[config.mk]
export PLATFORM = sky130hd
export DESIGN_NAME = i2c_master_byte_engine_core_flat
export DESIGN_NICKNAME = d
export VERILOG_FILES = /design/src/hw/rtl/i2cm_pkg.sv /design/src/hw/rtl/i2cm_if.sv /design/src/hw/rtl/i2c_master_byte_engine_core.sv /design/src/hw/rtl/i2cm_in_stage.sv /design/src/hw/rtl/i2cm_engine.sv /design/src/flat_wrapper.sv
export SDC_FILE = /design/constraint.sdc
export NUM_CORES = 1
export LEC_CHECK = 0
export BUFFER_PORTS_ARGS = -buffer_cell sky130_fd_sc_hd__clkbuf_2
export CORE_MARGIN = 1
export CORE_UTILIZATION = 53
export DETAILED_ROUTE_END_ITERATION = 16
export PLACE_DENSITY = 0.84
export RECOVER_POWER = 100
export REMOVE_ABC_BUFFERS = 1
export SETUP_SLACK_MARGIN = 0.3
export SYNTH_ARGS = -nofsm -noshare
export SYNTH_HDL_FRONTEND = slang
export SYNTH_SLANG_ARGS = --single-unit
[constraint.sdc]
create_clock -name clk_i -period 3.09 [get_ports clk_i]
set_input_delay 0.618 -clock clk_i [delete_from_list [all_inputs] [get_ports clk_i]]
set_output_delay 0.618 -clock clk_i [all_outputs]
set_load 0.03 [all_outputs]
[src/hw/rtl/i2cm_pkg.sv]
`default_nettype none

package i2cm_pkg;

  // field widths
  localparam int unsigned KindW  = 3;
  localparam int unsigned ByteW  = 8;
  localparam int unsigned TickW  = 10;
  localparam int unsigned PhaseW = 5;

  // item kinds, also used as operation codes
  localparam logic [KindW-1:0] KIND_TICK  = 3'd0;
  localparam logic [KindW-1:0] KIND_START = 3'd1;
  localparam logic [KindW-1:0] KIND_STOP  = 3'd2;
  localparam logic [KindW-1:0] KIND_WRITE = 3'd3;
  localparam logic [KindW-1:0] KIND_READ  = 3'd4;

  // operation codes for the engine state
  localparam logic [KindW-1:0] OP_IDLE  = KIND_TICK;
  localparam logic [KindW-1:0] OP_START = KIND_START;
  localparam logic [KindW-1:0] OP_STOP  = KIND_STOP;
  localparam logic [KindW-1:0] OP_WRITE = KIND_WRITE;
  localparam logic [KindW-1:0] OP_READ  = KIND_READ;

  // phase counts per sequence
  localparam int unsigned NumBits = 8;
  localparam logic [PhaseW-1:0] START_PHASES = PhaseW'(4);
  localparam logic [PhaseW-1:0] STOP_PHASES  = PhaseW'(3);
  localparam logic [PhaseW-1:0] WRITE_PHASES = PhaseW'(NumBits * 3 + 3);
  localparam logic [PhaseW-1:0] READ_PHASES  = PhaseW'(1 + NumBits * 2 + 3);

  // landmark phases of write and read
  localparam logic [PhaseW-1:0] WR_ACK_SDA = PhaseW'(NumBits * 3);
  localparam logic [PhaseW-1:0] WR_ACK_SCL = PhaseW'(NumBits * 3 + 1);
  localparam logic [PhaseW-1:0] RD_BITS_END = PhaseW'(NumBits * 2);
  localparam logic [PhaseW-1:0] RD_ACK_SDA  = PhaseW'(NumBits * 2 + 1);
  localparam logic [PhaseW-1:0] RD_ACK_SCL  = PhaseW'(NumBits * 2 + 2);

  // sub-phase codes within one written bit
  localparam logic [1:0] SUB_DATA = 2'd0;
  localparam logic [1:0] SUB_HIGH = 2'd1;
  localparam logic [1:0] SUB_LOW  = 2'd2;

  typedef struct packed {
    logic [KindW-1:0] kind;
    logic [ByteW-1:0] tx_byte;
    logic             ack_level;
    logic             sda_in;
  } item_t;

  typedef struct packed {
    logic             scl_level;
    logic             sda_level;
    logic             busy_res;
    logic             done_res;
    logic [ByteW-1:0] rx_byte;
    logic             ack_seen;
    logic             rejected;
  } result_t;

  // number of phases of an operation
  function automatic logic [PhaseW-1:0] phase_total(input logic [KindW-1:0] op);
    logic [PhaseW-1:0] total;
    case (op)
      OP_START: total = START_PHASES;
      OP_STOP:  total = STOP_PHASES;
      OP_WRITE: total = WRITE_PHASES;
      OP_READ:  total = READ_PHASES;
      default:  total = '0;
    endcase
    return total;
  endfunction

endpackage

`default_nettype wire

[src/hw/rtl/i2cm_if.sv]
`default_nettype none

// command and tick channel
interface i2cm_in_if import i2cm_pkg::*; ();
  logic             valid;
  logic             ready;
  logic [KindW-1:0] kind;
  logic [ByteW-1:0] tx_byte;
  logic             ack_level;
  logic             sda_in;

  modport source (output valid, kind, tx_byte, ack_level, sda_in, input ready);
  modport sink   (input valid, kind, tx_byte, ack_level, sda_in, output ready);
endinterface

// line level and status channel
interface i2cm_out_if import i2cm_pkg::*; ();
  logic             valid;
  logic             ready;
  logic             scl_level;
  logic             sda_level;
  logic             busy_res;
  logic             done_res;
  logic [ByteW-1:0] rx_byte;
  logic             ack_seen;
  logic             rejected;

  modport source (output valid, scl_level, sda_level, busy_res, done_res, rx_byte,
                  ack_seen, rejected, input ready);
  modport sink   (input valid, scl_level, sda_level, busy_res, done_res, rx_byte,
                  ack_seen, rejected, output ready);
endinterface

`default_nettype wire

[src/hw/rtl/i2c_master_byte_engine_core.sv]
// I2C master byte engine. Each transaction on in_i is either a command (start, stop,
// write byte, read byte) or a tick that carries the sampled data line; every transaction
// yields exactly one transaction on out_o with the driven clock and data levels (1 means
// released high), busy, done, the read byte, the raw acknowledge level seen on a write
// and a flag for a command ignored while busy. A phase lasts cfg_wdata_i ticks as last
// written through cfg_we_i (zero acts as one, reset value one); configuration should be
// written only while idle. The block takes one transaction per clock while out_o is ready:
// an input register and a result register surround the state update, so a transaction
// passes the input register and then the result register, and both sides may stall freely.
`default_nettype none

module i2c_master_byte_engine_core import i2cm_pkg::*; (
  input  wire logic             clk_i,
  input  wire logic             rst_ni,
  input  wire logic             cfg_we_i,
  input  wire logic [TickW-1:0] cfg_wdata_i,
  i2cm_in_if.sink               in_i,
  i2cm_out_if.source            out_o
);

  item_t   in_item, stage_item;
  logic    stage_valid, take;
  logic    res_valid;
  result_t res;

  // pack the input transaction
  always_comb begin
    in_item.kind      = in_i.kind;
    in_item.tx_byte   = in_i.tx_byte;
    in_item.ack_level = in_i.ack_level;
    in_item.sda_in    = in_i.sda_in;
  end

  i2cm_in_stage u_in_stage (
    .clk_i        (clk_i),
    .rst_ni       (rst_ni),
    .in_valid_i   (in_i.valid),
    .in_ready_o   (in_i.ready),
    .in_item_i    (in_item),
    .take_i       (take),
    .item_valid_o (stage_valid),
    .item_o       (stage_item)
  );

  i2cm_engine u_engine (
    .clk_i        (clk_i),
    .rst_ni       (rst_ni),
    .cfg_we_i     (cfg_we_i),
    .cfg_wdata_i  (cfg_wdata_i),
    .item_valid_i (stage_valid),
    .item_i       (stage_item),
    .take_o       (take),
    .res_valid_o  (res_valid),
    .res_ready_i  (out_o.ready),
    .res_o        (res)
  );

  // unpack the result transaction
  assign out_o.valid     = res_valid;
  assign out_o.scl_level = res.scl_level;
  assign out_o.sda_level = res.sda_level;
  assign out_o.busy_res  = res.busy_res;
  assign out_o.done_res  = res.done_res;
  assign out_o.rx_byte   = res.rx_byte;
  assign out_o.ack_seen  = res.ack_seen;
  assign out_o.rejected  = res.rejected;

endmodule

`default_nettype wire

[src/hw/rtl/i2cm_in_stage.sv]
`default_nettype none

module i2cm_in_stage import i2cm_pkg::*; (
  input  wire logic  clk_i,
  input  wire logic  rst_ni,
  input  wire logic  in_valid_i,
  output      logic  in_ready_o,
  input  wire item_t in_item_i,
  input  wire logic  take_i,
  output      logic  item_valid_o,
  output      item_t item_o
);

  logic  valid_q, valid_d;
  item_t item_q;

  // accept when empty or when the held item moves on this cycle
  assign in_ready_o = !valid_q || take_i;

  always_comb begin
    valid_d = valid_q;
    if (in_ready_o) begin
      valid_d = in_valid_i;
    end
  end

  always_ff @(posedge clk_i or negedge rst_ni) begin
    if (!rst_ni) begin
      valid_q <= 1'b0;
    end else begin
      valid_q <= valid_d;
    end
  end

  // payload register
  always_ff @(posedge clk_i) begin
    if (in_ready_o && in_valid_i) begin
      item_q <= in_item_i;
    end
  end

  assign item_valid_o = valid_q;
  assign item_o       = item_q;

endmodule

`default_nettype wire

[src/hw/rtl/i2cm_engine.sv]
`default_nettype none

module i2cm_engine import i2cm_pkg::*; (
  input  wire logic             clk_i,
  input  wire logic             rst_ni,
  input  wire logic             cfg_we_i,
  input  wire logic [TickW-1:0] cfg_wdata_i,
  input  wire logic             item_valid_i,
  input  wire item_t            item_i,
  output      logic             take_o,
  output      logic             res_valid_o,
  input  wire logic             res_ready_i,
  output      result_t          res_o
);

  logic [TickW-1:0]  tpp_q;
  logic [KindW-1:0]  op_q, op_d;
  logic [PhaseW-1:0] ph_q, ph_d;
  logic [TickW-1:0]  cnt_q, cnt_d;
  logic [1:0]        sub_q, sub_d;
  logic [ByteW-1:0]  tx_q, tx_d;
  logic [ByteW-1:0]  rx_q, rx_d;
  logic              ackd_q, ackd_d;
  logic              acks_q, acks_d;
  logic              scl_q, scl_d;
  logic              sda_q, sda_d;
  logic              done, rej;
  logic              res_valid_q;
  result_t           res_q;

  logic              busy, is_cmd;
  logic [TickW-1:0]  limit, cnt_inc;
  logic [PhaseW-1:0] ph_n;
  logic [1:0]        sub_n;

  // result register moves on when empty or drained
  assign take_o = item_valid_i && (!res_valid_q || res_ready_i);

  assign busy    = (op_q != OP_IDLE);
  assign limit   = (tpp_q == '0) ? TickW'(1) : tpp_q;
  assign cnt_inc = cnt_q + TickW'(1);
  assign ph_n    = ph_q + PhaseW'(1);
  assign sub_n   = (sub_q == SUB_LOW) ? SUB_DATA : sub_q + 2'd1;

  // next state for one item
  always_comb begin
    op_d   = op_q;
    ph_d   = ph_q;
    cnt_d  = cnt_q;
    sub_d  = sub_q;
    tx_d   = tx_q;
    rx_d   = rx_q;
    ackd_d = ackd_q;
    acks_d = acks_q;
    scl_d  = scl_q;
    sda_d  = sda_q;
    done   = 1'b0;
    rej    = 1'b0;
    is_cmd = item_i.kind inside {[KIND_START:KIND_READ]};

    if (is_cmd) begin
      if (busy) begin
        rej = 1'b1;
      end else begin
        op_d  = item_i.kind;
        ph_d  = '0;
        cnt_d = '0;
        sub_d = SUB_DATA;
        // levels of phase zero
        case (item_i.kind)
          KIND_START: sda_d = 1'b1;
          KIND_STOP:  sda_d = 1'b0;
          KIND_WRITE: begin
            sda_d = item_i.tx_byte[ByteW-1];
            tx_d  = {item_i.tx_byte[ByteW-2:0], 1'b0};
          end
          KIND_READ: begin
            rx_d   = '0;
            ackd_d = item_i.ack_level;
            sda_d  = 1'b1;
          end
          default: ;
        endcase
      end
    end else if (item_i.kind == KIND_TICK && busy) begin
      if (cnt_inc >= limit) begin
        cnt_d = '0;
        // sample on the tick that ends a sampling phase
        if (op_q == OP_WRITE && ph_q == WR_ACK_SCL) begin
          acks_d = item_i.sda_in;
        end else if (op_q == OP_READ && ph_q[0] && ph_q < RD_BITS_END) begin
          rx_d = {rx_q[ByteW-2:0], item_i.sda_in};
        end
        if (ph_n >= phase_total(op_q)) begin
          op_d = OP_IDLE;
          ph_d = '0;
          done = 1'b1;
        end else begin
          ph_d  = ph_n;
          sub_d = sub_n;
          // levels set on entering the next phase
          case (op_q)
            OP_START: begin
              if (ph_n == PhaseW'(1)) begin
                scl_d = 1'b1;
              end else if (ph_n == PhaseW'(2)) begin
                sda_d = 1'b0;
              end else begin
                scl_d = 1'b0;
              end
            end
            OP_STOP: begin
              if (ph_n == PhaseW'(1)) begin
                scl_d = 1'b1;
              end else begin
                sda_d = 1'b1;
              end
            end
            OP_WRITE: begin
              if (ph_n < WR_ACK_SDA) begin
                case (sub_n)
                  SUB_DATA: begin
                    sda_d = tx_q[ByteW-1];
                    tx_d  = {tx_q[ByteW-2:0], 1'b0};
                  end
                  SUB_HIGH: scl_d = 1'b1;
                  default:  scl_d = 1'b0;
                endcase
              end else if (ph_n == WR_ACK_SDA) begin
                sda_d = 1'b1;
              end else if (ph_n == WR_ACK_SCL) begin
                scl_d = 1'b1;
              end else begin
                scl_d = 1'b0;
              end
            end
            OP_READ: begin
              if (ph_n <= RD_BITS_END) begin
                scl_d = ph_n[0];
              end else if (ph_n == RD_ACK_SDA) begin
                sda_d = ackd_q;
              end else if (ph_n == RD_ACK_SCL) begin
                scl_d = 1'b1;
              end else begin
                scl_d = 1'b0;
              end
            end
            default: ;
          endcase
        end
      end else begin
        cnt_d = cnt_inc;
      end
    end
  end

  // engine state and configuration register
  always_ff @(posedge clk_i or negedge rst_ni) begin
    if (!rst_ni) begin
      tpp_q  <= TickW'(1);
      op_q   <= OP_IDLE;
      ph_q   <= '0;
      cnt_q  <= '0;
      sub_q  <= SUB_DATA;
      tx_q   <= '0;
      rx_q   <= '0;
      ackd_q <= 1'b1;
      acks_q <= 1'b1;
      scl_q  <= 1'b1;
      sda_q  <= 1'b1;
    end else begin
      if (cfg_we_i) begin
        tpp_q <= cfg_wdata_i;
      end
      if (take_o) begin
        op_q   <= op_d;
        ph_q   <= ph_d;
        cnt_q  <= cnt_d;
        sub_q  <= sub_d;
        tx_q   <= tx_d;
        rx_q   <= rx_d;
        ackd_q <= ackd_d;
        acks_q <= acks_d;
        scl_q  <= scl_d;
        sda_q  <= sda_d;
      end
    end
  end

  // result register valid
  always_ff @(posedge clk_i or negedge rst_ni) begin
    if (!rst_ni) begin
      res_valid_q <= 1'b0;
    end else if (take_o) begin
      res_valid_q <= 1'b1;
    end else if (res_ready_i) begin
      res_valid_q <= 1'b0;
    end
  end

  // result payload
  always_ff @(posedge clk_i) begin
    if (take_o) begin
      res_q.scl_level <= scl_d;
      res_q.sda_level <= sda_d;
      res_q.busy_res  <= (op_d != OP_IDLE);
      res_q.done_res  <= done;
      res_q.rx_byte   <= rx_d;
      res_q.ack_seen  <= acks_d;
      res_q.rejected  <= rej;
    end
  end

  assign res_valid_o = res_valid_q;
  assign res_o       = res_q;

endmodule

`default_nettype wire
[src/flat_wrapper.sv]
// flat-port wrapper written by rule: the top's interface ports become plain ports
module i2c_master_byte_engine_core_flat import i2cm_pkg::*;
  (clk_i, rst_ni, cfg_we_i, cfg_wdata_i, in_i_valid, in_i_kind, in_i_tx_byte, in_i_ack_level, in_i_sda_in, in_i_ready, out_o_valid, out_o_scl_level, out_o_sda_level, out_o_busy_res, out_o_done_res, out_o_rx_byte, out_o_ack_seen, out_o_rejected, out_o_ready);
  i2cm_in_if in_i_i ();
  i2cm_out_if out_o_i ();
  input  wire logic clk_i;
  input  wire logic rst_ni;
  input  wire logic cfg_we_i;
  input  wire logic [TickW-1:0] cfg_wdata_i;
  input wire logic [$bits(in_i_i.valid)-1:0] in_i_valid;
  input wire logic [$bits(in_i_i.kind)-1:0] in_i_kind;
  input wire logic [$bits(in_i_i.tx_byte)-1:0] in_i_tx_byte;
  input wire logic [$bits(in_i_i.ack_level)-1:0] in_i_ack_level;
  input wire logic [$bits(in_i_i.sda_in)-1:0] in_i_sda_in;
  output wire logic [$bits(in_i_i.ready)-1:0] in_i_ready;
  output wire logic [$bits(out_o_i.valid)-1:0] out_o_valid;
  output wire logic [$bits(out_o_i.scl_level)-1:0] out_o_scl_level;
  output wire logic [$bits(out_o_i.sda_level)-1:0] out_o_sda_level;
  output wire logic [$bits(out_o_i.busy_res)-1:0] out_o_busy_res;
  output wire logic [$bits(out_o_i.done_res)-1:0] out_o_done_res;
  output wire logic [$bits(out_o_i.rx_byte)-1:0] out_o_rx_byte;
  output wire logic [$bits(out_o_i.ack_seen)-1:0] out_o_ack_seen;
  output wire logic [$bits(out_o_i.rejected)-1:0] out_o_rejected;
  input wire logic [$bits(out_o_i.ready)-1:0] out_o_ready;
  assign in_i_i.valid = in_i_valid;
  assign in_i_i.kind = in_i_kind;
  assign in_i_i.tx_byte = in_i_tx_byte;
  assign in_i_i.ack_level = in_i_ack_level;
  assign in_i_i.sda_in = in_i_sda_in;
  assign in_i_ready = in_i_i.ready;
  assign out_o_valid = out_o_i.valid;
  assign out_o_scl_level = out_o_i.scl_level;
  assign out_o_sda_level = out_o_i.sda_level;
  assign out_o_busy_res = out_o_i.busy_res;
  assign out_o_done_res = out_o_i.done_res;
  assign out_o_rx_byte = out_o_i.rx_byte;
  assign out_o_ack_seen = out_o_i.ack_seen;
  assign out_o_rejected = out_o_i.rejected;
  assign out_o_i.ready = out_o_ready;
  i2c_master_byte_engine_core u_core (.clk_i(clk_i), .rst_ni(rst_ni), .cfg_we_i(cfg_we_i), .cfg_wdata_i(cfg_wdata_i), .in_i(in_i_i), .out_o(out_o_i));
endmodule
# After elaboration in Yosys (flattened, before gate mapping)
# Cells that the tools add are included.
[word_totals]
reg_bits = 79
latchBits = 0
mem_bits_rw = 0
romBits = 0
inputBits = 28
out_inout_bits = 16
wordCells = 165
n_memories = 0
[classes]
addsub = 3
n_mul = 0
div_mod_pow = 0
magnitude_cmp = 7
eq_ne = 20
shifts = 0
mux = 79
bitwise = 3
n_reduce_logical = 29
[ops]
columns = ["cell", "n"]
rows = [
  ["8-bit 2-to-1 mux", 16],
  ["10-bit 2-to-1 mux", 5],
  ["5-bit 2-to-1 mux", 8],
  ["1-bit 2-to-1 mux", 34],
  ["5-bit == test (second input constant)", 5],
  ["5-bit one-hot mux with 4 select lines", 1],
  ["3-bit 2-to-1 mux", 5],
  ["3-bit by 2-bit == test with 1-bit output (second input constant)", 4],
  ["2-bit 2-to-1 mux", 6],
  ["2-bit nonzero test", 6],
  ["10-bit by 1-bit adder with 10-bit output (second input constant)", 1],
  ["10-bit >= comparator", 1],
  ["10-bit zero test", 1],
  ["5-bit less-than comparator (second input constant)", 2],
  ["9-bit AND reduction", 1],
  ["1-bit one-hot mux with 4 select lines", 2],
  ["4-bit AND reduction", 2],
  ["1-bit logical AND", 7],
  ["3-bit by 1-bit == test with 1-bit output (second input constant)", 2],
  ["3-bit == test (second input constant)", 2],
  ["3-bit nonzero test", 2],
  ["5-bit by 1-bit adder with 5-bit output (second input constant)", 1],
  ["5-bit by 1-bit == test with 1-bit output (second input constant)", 1],
  ["5-bit by 2-bit == test with 1-bit output (second input constant)", 1],
  ["other kinds (20)", 25],
]

# Longest topological paths before layout
[logic_depth]
word_depth = 12
mapped_depth = 16
mapped_depth_nobuf = 13

# Modules after synthesis
# A second synthesis with hierarchy kept.
[hier_totals]
cells_unflattened = 442
hier_area_um2 = 4439.3
[by_module_without_submodules]
columns = ["module", "n_inst", "cells_each", "area_each_um2", "seq_area_each_um2"]
rows = [
  ["i2cm_engine", 1, 425, 3995.1, 1677.9],
  ["i2cm_in_stage", 1, 17, 444.2, 415.4],
]

# Worst setup path after synthesis
# Ideal clock, no wire load.
[synth_timing]
path_type = "register -> register"
start = "reg u_core.u_engine.cnt_q[2]"
end = "reg u_core.u_engine.rx_q[0]"
setup_ps = 121
t_arrival_ps = 2871
required_ps = 2969
slack_ps = 98
stages_incl_launch_ff = 17
n_path_buf = 3
synth_period_minus_slack_ps = 2992
path_cell_list = "dfrtp_1 -> nand3_1 -> nor2_1 -> and3_1 -> nand3_1 -> xnor2_1 -> ha_1 -> a211o_1 -> a21oi_2 -> nand4_1 -> and2_1 -> buf_6 -> and3_1 -> buf_6 -> and2_4 -> buf_6 -> a22o_1"
[synth_via]
elab_chain_cells = 5
[synth_rtl]
columns = ["element", "line", "text"]
rows = [
  ["from (decl)", "i2cm_engine.sv:19", "logic [TickW-1:0] cnt_q, cnt_d;"],
  ["from (signal assigned)", "i2cm_engine.sv:178", "cnt_q <= cnt_d;"],
  ["10-bit by 1-bit adder with 10-bit output", "i2cm_engine.sv:41", "assign cnt_inc = cnt_q + TickW'(1);"],
  ["10-bit >= comparator", "i2cm_engine.sv:86", "if (cnt_inc >= limit) begin"],
  ["8-bit 2-to-1 mux", "i2cm_engine.sv:86", ""],
  ["8-bit 2-to-1 mux", "i2cm_engine.sv:85", "end else if (item_i.kind == KIND_TICK && busy) begin"],
  ["8-bit 2-to-1 mux", "i2cm_engine.sv:61", "if (is_cmd) begin"],
  ["to (signal assigned)", "i2cm_engine.sv:181", "rx_q <= rx_d;"],
  ["to (decl)", "i2cm_engine.sv:22", "logic [ByteW-1:0] rx_q, rx_d;"],
]
# No other way between the ends.
# A chain may end at the register's enable or synchronous reset.

# Worst setup path in the final report
[layout_timing]
start = "reg u_core.u_engine.cnt_q[1]"
end = "reg u_core.u_engine.res_o[7] (netlist name)"
[layout_via]
elab_chain_cells = 5
[layout_rtl]
columns = ["element", "line"]
rows = [
  ["10-bit by 1-bit adder with 10-bit output", "i2cm_engine.sv:41"],
  ["10-bit >= comparator", "i2cm_engine.sv:86"],
  ["8-bit 2-to-1 mux", "i2cm_engine.sv:86"],
  ["8-bit 2-to-1 mux", "i2cm_engine.sv:85"],
  ["8-bit 2-to-1 mux", "i2cm_engine.sv:61"],
  ["named net u_core.u_engine.rx_d[5]", "i2cm_engine.sv:22"],
]
# The timed path passes the listed nets, and every way through them passes these cells.

==> metrics.txt <==
status finished, violations left; failing checks max-capacitance violations, max-slew violations; Clock power frac 0.251; Post-synth EDFFs 27; count of pins over their slew limit 37; Synth Flop Type dfrtp_1; Commonest cells post-synth dfrtp_1, nand2_1, o21ai_0; Synth Area in XOR/XNOR 0.0362; relative slew slack -0.331; YS warnings 0; Pre-antenna DRT Iters 5; net load switching power 1.15 mW; Peak VDD IR 430 µV; grt total ovfl 0; Mapped Cells 413; detailed placement HPWL 6.80 mm; antenna diode count 0; Logic pwr share 0.322; most common cell in the synthesized netlist dfrtp_1; clk slew on worst S/H paths 0.09 ns; Final Util 0.667; clk_skew 0.0116 ns; Max Freq 0.333 GHz; sequential share of the synthesized area 0.481; register area 2090 µm²; Final Hold Fails 0; dpl cell area 4710 µm²; CTS tree built; CTS buffer count 9; adder-cell share of the synthesized area 0.0575; via count 3543; worst path cell trace nand3_2, nor2_4, and3_4, nand3_4, xnor2_2, ha_2, a211o_1, a21oi_2, a21oi_2, buf_4, and2_2, and3_4, a22o_2; post-route ant nets 0; Worst path slowest cell dfrtp_1; ys async rst share 0.654; DIE AREA 8570 µm²; Iteration-0 DRC Markers 280; Critical Path AT 3.11 ns; number of max-cap violations 1; post-place setup slack -0.0271 ns; GRT Total Usage 0.249; R2R setup slack 0.09 ns; Sink Count 78; Die Ht 92.6 µm; Worst Hold Class in2reg; CP Max Fanout 9; # nets final 529; Worst-Skew Late Latency 0.35 ns; RSZ-0062 raised after global routing yes; vias per cell 6.03; Placer Congestion 0.897; multi-input gate area in the final layout 2290 µm²; Fillers 567; Finished Layout Cells 588; Area Overhead vs Synth 20.3%; DRC Markers 0; largest net degree at the start of global routing 37; Slew @ Worst Pin 2.00 ns; Chip Width 92.6 µm; largest family of logic cells by synthesized area compound AO/OA/AOI/OAI gates; internal power 1.97 mW; Netlist cell types 65; Reg power frac 0.427; Leakage 2.26 nW; Simple-Gate Fraction of Synth Area 0.157; Synth area leader dfrtp_1; pwr dens 596 nW/µm²; Core ar. 7850 µm²; Net Sw Frac 0.368; final period utilization 0.971; endpoint class of the critical path flip-flop; Max H-tree Level 3; Synth top area share 0.265; Avg WL per Cell 18.0 µm; PortBufs 43; root buf cell clkbuf_8; initial antenna violation count 0; vias in the first global route 3472; Avg Synthesized Cell Area 10.5 µm²; Setup WS post-layout 0.0893 ns; #FFs+latches synth 78; share of cells above drive strength 1 0.286; Initial Util 0.554; final wirelength 10.6 mm; total power 3.12 mW; Synth Area in Compound Gates 0.184; crit path time final 3.00 ns; IO Count 44; CP required 3.20 ns; crit path kind reg2reg; endpoints failing setup 0; dpl cells 558; standard-cell rows 32; Worst path max stage delay 0.39 ns; multiplexer area fraction after synthesis 0.0339; top cells by area, synth dfrtp_1, edfxtp_1, ha_1; Final Instance Area 5230 µm²; CTS Buffer Depth 2; Critical Path Source Type flip-flop; area of the mapped netlist 4350 µm²; global-route wire length before repair 16.6 mm
==> critical path, delay by kind of cell, from the launching register on <==
| kind | cells | cell delay [ns] |
|---|---|---|
| compound gates | 4 | 0.79 |
| xor+xnor | 1 | 0.16 |
| fa+ha+maj | 1 | 0.20 |
| buf+inv | 1 | 0.15 |
| flops | 1 | 0.39 |
| simple gates | 6 | 1.07 |
==> logic make-up after synthesis <==
family	Yosys count
simple gates	130
compound gates	113
flops	78
buf+inv	40
fa+ha+maj	20
xor+xnor	18
mux	14
==> cell usage in the layout (no fill, tap or decap), types with 4 or more instances in the layout <==
cell type / instances
o21ai_2: 7
edfxtp_1: 27
buf_4: 26
mux2i_1: 8
nand2b_1: 7
o21ai_0: 22
nor3_1: 5
ha_1: 18
a22o_1: 11
dfstp_2: 5
mux2_2: 4
o2111ai_1: 4
clkbuf_2: 25
clkbuf_1: 23
a21oi_1: 11
xor2_1: 11
nand4_1: 5
nand2_1: 38
o31ai_1: 4
dfrtp_1: 45
a22o_2: 7
nor2_1: 22
inv_1: 18
clkbuf_8: 9
nor2b_1: 5
o21ai_1: 8
nand3_1: 6
o21a_1: 4
o211ai_1: 4
==> power groups by stage <==
stage | logic (mW) | clock network (mW) | registers [mW]
after floorplan | 0.555 | 0 | 1.37
after global routing | 1.09 | 0.832 | 1.35
after detailed placement | 0.858 | 0 | 1.34
after CTS | 0.918 | 0.793 | 1.32
after global placement | 0.829 | 0 | 1.33
final | 1.00 | 0.783 | 1.33
==> worst paths after layout <==
check / from / endpoint / cells past startpoint
max: u_core.u_engine.cnt_q[1]$_DFFE_PN0P_ / u_core.u_engine.res_o[7]$_DFFE_PP_ / 13
max in group asynchronous: rst_ni / u_core.u_engine.ph_q[0]$_DFFE_PN0P_ / 1
min: in_i_tx_byte[5] / u_core.u_in_stage.item_o[7]$_DFFE_PP_ / 1
min reg2reg: u_core.u_in_stage.item_o[1]$_DFFE_PP_ / u_core.u_engine.ackd_q$_DFFE_PN1P_ / 1
max reg2reg: u_core.u_engine.cnt_q[1]$_DFFE_PN0P_ / u_core.u_engine.res_o[7]$_DFFE_PP_ / 13
min in group asynchronous: rst_ni / u_core.u_engine.op_q[1]$_DFFE_PN0P_ / 1
==> final cells by class <==
| cell class | instances | share of cell area |
|---|---|---|
| Clock buffer | 9 | 0.0237 |
| Clock inverter | 7 | 0.0148 |
| Inverter | 19 | 0.0141 |
| Multi-Input combinational cell | 296 | 0.439 |
| Sequential cell | 78 | 0.400 |
| Tap cell | 102 | 0.0244 |
| Timing Repair Buffer | 77 | 0.0842 |
==> flip-flops by register name (all words and copies together), names as in the netlist <==
name,flops
u_core.u_engine.scl_q,1
u_core.u_engine.cnt_q,10
u_core.u_engine.res_valid_o,1
u_core.u_engine.rx_q,8
u_core.u_engine.op_q,3
u_core.u_engine.res_o,14
u_core.u_engine.tpp_q,10
u_core.u_in_stage.item_valid_o,1
u_core.u_engine.tx_q,7
u_core.u_engine.ph_q,5
u_core.u_engine.acks_q,1
u_core.u_in_stage.item_o,13
u_core.u_engine.sda_q,1
u_core.u_engine.ackd_q,1
u_core.u_engine.sub_q,2
==> layer usage <==
metal  GRT usage  wire, µm  up-vias
met5           0         0        -
met3      0.0567       541       32
met2       0.411      5280      137
li1            -         -     1653
met4      0.0951       320        0
met1       0.317      4450     1721
==> metrics by stage <==
| step | hold slack (ns) | TNS [ns] |
|---|---|---|
| detailed placement | 0.473 | -0.112 |
| global placement | 0.462 | 0 |
| finish | 0.439 | 0 |
| CTS | 0.412 | 0 |
| floorplan | 0.322 | 0 |
| global route | 0.420 | 0 |
==> repair_timing <==
action | in CTS | in global routing
setup endpoints to repair | 46 | 47
hold buffers | 0 | 0
pin swaps | 18 | 25
cloned | 1 | 0
endpoints found under the hold margin | 0 | 0
buffers inserted | 7 | 6
gates resized for setup | 20 | 51
No activity file was read; power rests on OpenSTA's default activity.
